File: config.mk
export PLATFORM = sky130hd
export DESIGN_NAME = tcw_front
export DESIGN_NICKNAME = d
export VERILOG_FILES = /design/src/design/tcw_pkg.sv /design/src/design/tcw_front.sv
export SDC_FILE = /design/constraint.sdc
export NUM_CORES = 1
export LEC_CHECK = 0
export ABC_AREA = 1
export ABC_CLOCK_PERIOD_IN_PS = 3900
export BUFFER_PORTS_ARGS = -buffer_cell sky130_fd_sc_hd__buf_2
export CAP_MARGIN = 10
export CORE_MARGIN = 10
export CORE_UTILIZATION = 56
export DETAILED_ROUTE_END_ITERATION = 8
export PLACE_DENSITY = 0.83
export RECOVER_POWER = 100
export SLEW_MARGIN = 5
export SYNTH_ARGS = -nofsm -noshare
export SYNTH_HDL_FRONTEND = slang
export SYNTH_SLANG_ARGS = --single-unit
export TNS_END_PERCENT = 100
File: constraint.sdc
create_clock -name clk -period 3.9 [get_ports clk]
set_clock_uncertainty 0.05 [all_clocks]
set_input_delay 0.78 -clock clk [delete_from_list [all_inputs] [get_ports clk]]
set_output_delay 0.78 -clock clk [all_outputs]
set_load 0.02 [all_outputs]
File: src/design/tcw_pkg.sv
package tcw_pkg;

    // Screen geometry and tab spacing.
    localparam int COLUMNS    = 80;
    localparam int ROWS       = 25;
    localparam int TAB_STOP   = 8;
    localparam int CELL_COUNT = ROWS * COLUMNS;

    // Field widths.
    localparam int ADDR_W  = $clog2(CELL_COUNT);
    localparam int COL_W   = 7;
    localparam int ROW_W   = 5;
    localparam int CHAR_W  = 8;
    localparam int COLOR_W = 4;
    localparam int CELL_W  = 2 * CHAR_W;

    // Depth of the command queue between front and back.
    localparam int FIFO_DEPTH = 2;
    localparam int PTR_W      = $clog2(FIFO_DEPTH);
    localparam int CNT_W      = $clog2(FIFO_DEPTH + 1);

    // Configuration register indexes.
    localparam int CFG_INDEX_W = 2;
    localparam logic [CFG_INDEX_W-1:0] CFG_FOREGROUND = 2'd0;
    localparam logic [CFG_INDEX_W-1:0] CFG_BACKGROUND = 2'd1;

    localparam logic [COLOR_W-1:0] FG_RESET = 4'd7;
    localparam logic [COLOR_W-1:0] BG_RESET = 4'd0;

    // Operation codes of an input transaction.
    localparam logic OP_PUT  = 1'b0;
    localparam logic OP_READ = 1'b1;

    // Control characters.
    localparam logic [CHAR_W-1:0] CH_NUL = 8'h00;
    localparam logic [CHAR_W-1:0] CH_BS  = 8'h08;
    localparam logic [CHAR_W-1:0] CH_TAB = 8'h09;
    localparam logic [CHAR_W-1:0] CH_LF  = 8'h0A;
    localparam logic [CHAR_W-1:0] CH_VT  = 8'h0B;
    localparam logic [CHAR_W-1:0] CH_FF  = 8'h0C;
    localparam logic [CHAR_W-1:0] CH_CR  = 8'h0D;

    // Command classes produced by the front end.
    typedef logic [2:0] cls_t;
    localparam cls_t CLS_IGNORE   = 3'd0;
    localparam cls_t CLS_TAB      = 3'd1;
    localparam cls_t CLS_NEWLINE  = 3'd2;
    localparam cls_t CLS_FORMFEED = 3'd3;
    localparam cls_t CLS_RETURN   = 3'd4;
    localparam cls_t CLS_PRINT    = 3'd5;
    localparam cls_t CLS_READ     = 3'd6;

    typedef struct packed {
        cls_t              cls;
        logic [CHAR_W-1:0] ch;
        logic [ADDR_W-1:0] idx;
    } cmd_t;

    function automatic cls_t classify(logic op, logic [CHAR_W-1:0] ch);
        cls_t c;
        c = CLS_PRINT;
        if (op == OP_READ)
        begin
            c = CLS_READ;
        end
        else
        begin
            unique case (ch)
                CH_NUL, CH_BS: c = CLS_IGNORE;
                CH_TAB:        c = CLS_TAB;
                CH_LF, CH_VT:  c = CLS_NEWLINE;
                CH_FF:         c = CLS_FORMFEED;
                CH_CR:         c = CLS_RETURN;
                default:       c = CLS_PRINT;
            endcase
        end
        return c;
    endfunction

endpackage

File: src/design/tcw_front.sv
module tcw_front (
    input  logic                          clk,
    input  logic                          rst_n,
    input  logic                          push,
    output logic                          full,
    input  logic                          op,
    input  logic [tcw_pkg::CHAR_W-1:0]    char_code,
    input  logic [tcw_pkg::ADDR_W-1:0]    cell_index,
    output logic                          cmd_valid,
    output tcw_pkg::cmd_t                 cmd,
    input  logic                          cmd_take
);

    tcw_pkg::cmd_t                   slot_reg [tcw_pkg::FIFO_DEPTH];
    logic [tcw_pkg::PTR_W-1:0]       wr_ptr_reg;
    logic [tcw_pkg::PTR_W-1:0]       rd_ptr_reg;
    logic [tcw_pkg::CNT_W-1:0]       count_reg;
    logic [tcw_pkg::CNT_W-1:0]       count_next;
    logic                            accept;
    tcw_pkg::cmd_t                   new_cmd;

    assign full      = (count_reg == tcw_pkg::CNT_W'(tcw_pkg::FIFO_DEPTH));
    assign accept    = push && !full;
    assign cmd_valid = (count_reg != '0);
    assign cmd       = slot_reg[rd_ptr_reg];

    always_comb
    begin
        new_cmd.cls = tcw_pkg::classify(op, char_code);
        new_cmd.ch  = char_code;
        new_cmd.idx = cell_index;
        count_next  = count_reg;
        if (accept && !cmd_take)
        begin
            count_next = count_reg + 1'b1;
        end
        else if (!accept && cmd_take)
        begin
            count_next = count_reg - 1'b1;
        end
    end

    always_ff @(posedge clk)
    begin
        if (accept)
        begin
            slot_reg[wr_ptr_reg] <= new_cmd;
        end
    end

    always_ff @(posedge clk or negedge rst_n)
    begin
        if (!rst_n)
        begin
            wr_ptr_reg <= '0;
            rd_ptr_reg <= '0;
            count_reg  <= '0;
        end
        else
        begin
            if (accept)
            begin
                wr_ptr_reg <= wr_ptr_reg + 1'b1;
            end
            if (cmd_take)
            begin
                rd_ptr_reg <= rd_ptr_reg + 1'b1;
            end
            count_reg <= count_next;
        end
    end

endmodule

Yosys cells after proc, flatten, opt, wreduce, memory -nomap -nowiden
Memory sizes are Yosys's and may differ from the RTL's.
Cells that the tools add are included.
{"block": "totals", "regBits": 4, "ramBits": 44, "in_bits": 24, "word_cells": 32, "mem_count": 1}
{"block": "op_classes", "add_sub_neg": 4, "n_eq_ne": 7, "mux": 6, "n_reduce_logical": 11}
{"name": "slot_reg", "words": 2, "width": 22, "rd": 1, "rd_clocked_by_memory_dff": 0, "wr": 1, "line": "tcw_front.sv:14", "source": "tcw_pkg::cmd_t slot_reg [tcw_pkg::FIFO_DEPTH];"}
{"op": "$eq A8 B4 Y1 const B", "count": 6}
{"op": "$pmux W3 S5", "count": 1}
{"op": "$logic_not A8 Y1", "count": 1}
{"op": "$mux W2", "count": 2}
{"op": "$reduce_bool A2 Y1", "count": 2}
{"op": "$reduce_or A2 Y1", "count": 2}
{"op": "$logic_and A1 B1 Y1", "count": 3}
{"op": "$logic_not A1 Y1", "count": 3}
{"op": "$mux W3", "count": 1}
{"op": "$add A1 B1 Y1 const B", "count": 2}
{"op": "$add A2 B1 Y2 const B", "count": 1}
{"op": "$eq A2 B2 Y1 const B", "count": 1}
{"op": "$mux W1", "count": 2}
{"op": "$sub A2 B1 Y2 const B", "count": 1}

Logic depth before layout (Yosys ltp)
{"block": "depth", "word_depth": 7, "mapped_depth": 7, "mapped_depth_nobuf": 7}

Least setup slack after synthesis
Ideal clock, no wire load.
{"block": "synth_timing", "path_type": "input to register", "start": "input port push", "end": "memory slot_reg[1][0] (netlist bit), enable pin", "setup_time_ns": 0.402, "arrival_time_ns": 1.843, "t_required_ns": 3.448, "setup_slack_ns": 1.605, "stages": 2, "path_buffers": 0, "cell_sequence": "o21ai_1 -> nor2_1"}
{"block": "synth_via", "elab_chain_cells": 3}
{"item": "start, declared", "line": "tcw_front.sv:4", "source": "input logic push,"}
{"item": "$logic_and A1 B1 Y1", "line": "tcw_front.sv:23", "source": "assign accept = push && !full;"}
{"item": "$mux W1", "line": "tcw_front.sv:45", "source": "if (accept)"}
{"item": "$mux W1 (not written as such)", "line": "tcw_front.sv:47", "source": "slot_reg[wr_ptr_reg] <= new_cmd;"}
{"item": "end, declared", "line": "tcw_front.sv:14"}
Every way passes these cells.

==> summary.md <==
| Metric | Value |
|---|---|
| Fin util | `67.65%` |
| Post-synth top area share | `between 60% and 70%` |
| Via density | `around 5` |
| Cell family with most CP delay | `flip-flops` |
| Io pins | `between 40 and 50` |
| Final Slew Violations | `23` |
| Worst Tran Pin Value | `1783 ps` |
| Crit start category | `flip-flop` |
| Design Area, Final | `2240 um2` |
| Sink Count | `between 40 and 50` |
| CP bufs+invs | `1` |
| Run status | `finished with violations` |
| Grt ovf | `0` |
| Row count | `21` |
| Final Setup Violations | `0` |
| Post-synth EDFFs | `44` |
| Number of port buffers | `47` |
| Initial antenna violation count | `0` |
| Layout overhead on the synthesized area | `16.92%` |
| GR peak layer | `met2` |
| Max Cap Viol | `1` |
| Hpwl dp | `between 2000 and 2500 um` |
| Met3 usage | `under 10%` |
| Asr flop ratio synth | `~8.3%` |
| Final net count | `201` |
| Met1 usage | `12.31%` |
| Placed cells | `214` |
| Slew margin rel. | `-19.30%` |
| First-pass GRT wire length | `5664 um` |
| Worst-skew pair later-pin latency | `350 ps` |
| Yosys top cell by area | `edfxtp_1` |
| Syn Inst Count | `123` |
| Final WL | `approximately 3500 um` |
| Hold Buf Count CTS | `0` |
| FMAX | `about 360 MHz` |
| Area after DPL | `2191 um2` |
| Post-CTS sizing | `0` |
| Vias in the first global route | `approximately 1200` |
| Max stage delay on crit path | `a little under 1000 ps` |
| TritonCTS Buffers | `5` |
| Crit path max-delay cell type | `dfrtp_1` |
| Vias | `about 1100` |
| Setup Fix Bufs, Post-CTS | `0` |
| Final std cells w/o fill | `223` |
| Crit path max fanout | `23` |
| Min Hold Slack | `174.7 ps` |
| Distinct cells, synth | `14` |
| VDD IR max | `0.4688 mV` |
| Starting Density | `approximately 58%` |
| CTS tree | `yes` |
| H-tree levels | `2` |
| CP Data Required Time | `3070 ps` |
| Netlist Area Pre-Place | `1916 um2` |
| Layout cells sized above 1 | `19.21%` |
| Detailed Route Iter0 Violations | `78` |
| Minimum clock period | `2773 ps` |
| Syn_nets | `148` |
| Max reg flops | `between 40 and 50` |
| GR Util All Layers | `11.68%` |
| Core Footprint | `3311 um2` |
| Register bit total from synthesis | `48` |
| WP data arrival | `1940 ps` |
| CTS Buffer Depth | `2` |
| Antenna diodes | `0` |
| Min-delay worst type | `in -> async` |
| Routability cong. | `between 0.6 and 0.7` |
| Levels on crit path | `2` |
| Warnings, synthesis | `0` |
| Final hold vios | `0` |
| Clock slew at reported path FFs | `120 ps` |
| Most common cell in the netlist | `edfxtp_1` |
| Largest net degree at the start of global routing | `24` |
| Synth area leaders | `edfxtp_1, mux2_2, dfrtp_1, nor2_1, nand2_1` |
| Post-synth top cells | `edfxtp_1, mux2_2, nor2_1` |
| Seq/Total Area, Yosys | `74.20%` |
| Drt drc | `0` |
| Die H | `78.49 um` |
| DIE AREA | `between 6000 and 7000 um2` |
| Setup TNS | `0 ps` |
| Crit path kind | `reg -> out` |
| CP endpoint kind | `primary output` |
| Post-Syn Area per Cell | `around 16 um2` |
| Met2 Usage GRT | `19.74%` |
| WL per Instance | `between 15 and 20 um` |
| Top_reg_cell synth | `edfxtp_1` |
| CTS root buffer | `clkbuf_4` |
| Crit path cell chain | `mux2_2 > clkbuf_1` |
| Period utilisation layout | `71.09%` |
| First-pass detailed-route iteration total | `5` |
| PD cells | `731.1 nW/um2` |
| Die Width | `78.49 um` |
| Depth of the most critical reg-to-reg path | `3` |
| Unrepaired setup endpoints after global routing | `no` |
| Leak pwr | `roughly 0.8 nW` |
| Violated checks | `capacitance limit, slew limit` |
| Final ANT Viol Nets | `0` |
## stage by stage
step / power (mW) / worst slack (ps)
after CTS: 1.686 / 1084
final: 1.637 / 1127
after global placement: 1.324 / 1542
after detailed placement: 1.345 / 1499
after floorplan: 1.174 / 1605
after global routing: 1.726 / 1001
## routing by layer
metal,vias up,share of wire (%)
li1,539,-
met1,550,40
met2,38,51
met3,7,7.3
met4,0,1.7
met5,-,0
## path summary, 6_finish.rpt
path                                         to  slack, ps          from
worst max-delay path                    cmd[19]       1130    rd_ptr_reg
worst min-delay path               count_reg[1]        170         rst_n
worst max register to register  slot_reg[0][11]       1420  count_reg[1]
worst min register to register     count_reg[0]        490  count_reg[0]
max in group asynchronous            rd_ptr_reg       3440         rst_n
min in group clk                   count_reg[0]        490  count_reg[0]
## cells by family (layout without fill, tap and decap cells)
family,Yosys count,after routing,share of synthesized area [%]
buffers and inverters,12,66,3.135
AOI/OAI and AO/OA,3,3,0.7836
adders and majority gates,1,1,0.6531
muxes,22,22,12.93
DFF,48,48,74.20
xor gates and xnor gates,3,3,1.372
and+or+nand+nor,34,34,6.924
## cell usage in the layout (no fill, tap or decap)
cell	instances
nor2_1	20
a21oi_1	1
buf_2	6
nand3_1	2
xor2_1	2
edfxtp_1	44
inv_1	10
ha_1	1
nand2_1	11
dfrtp_1	4
nor2_2	1
xnor2_1	1
bufinv_16	2
clkbuf_4	5
clkbuf_1	43
mux2_1	2
mux2_2	20
o21ai_0	2
## power by group
part / internal, mW / total (mW) / switching [mW]
Combinational: 0.183 / 0.507 / 0.324
Clock: 0.200 / 0.344 / 0.143
Sequential: 0.706 / 0.786 / 0.0801
Total: 1.09 / 1.64 / 0.548
## cell type report
cell class,count,area [um2]
Timing Repair Buffer,48,187.7
Tap cell,46,57.56
Inverter,10,37.54
Sequential cell,48,1421
Multi-Input combinational cell,63,434.2
Clock inverter,2,60.06
Fill cell,285,1071
Clock buffer,6,41.29
(Power assumes the default switching activity.)
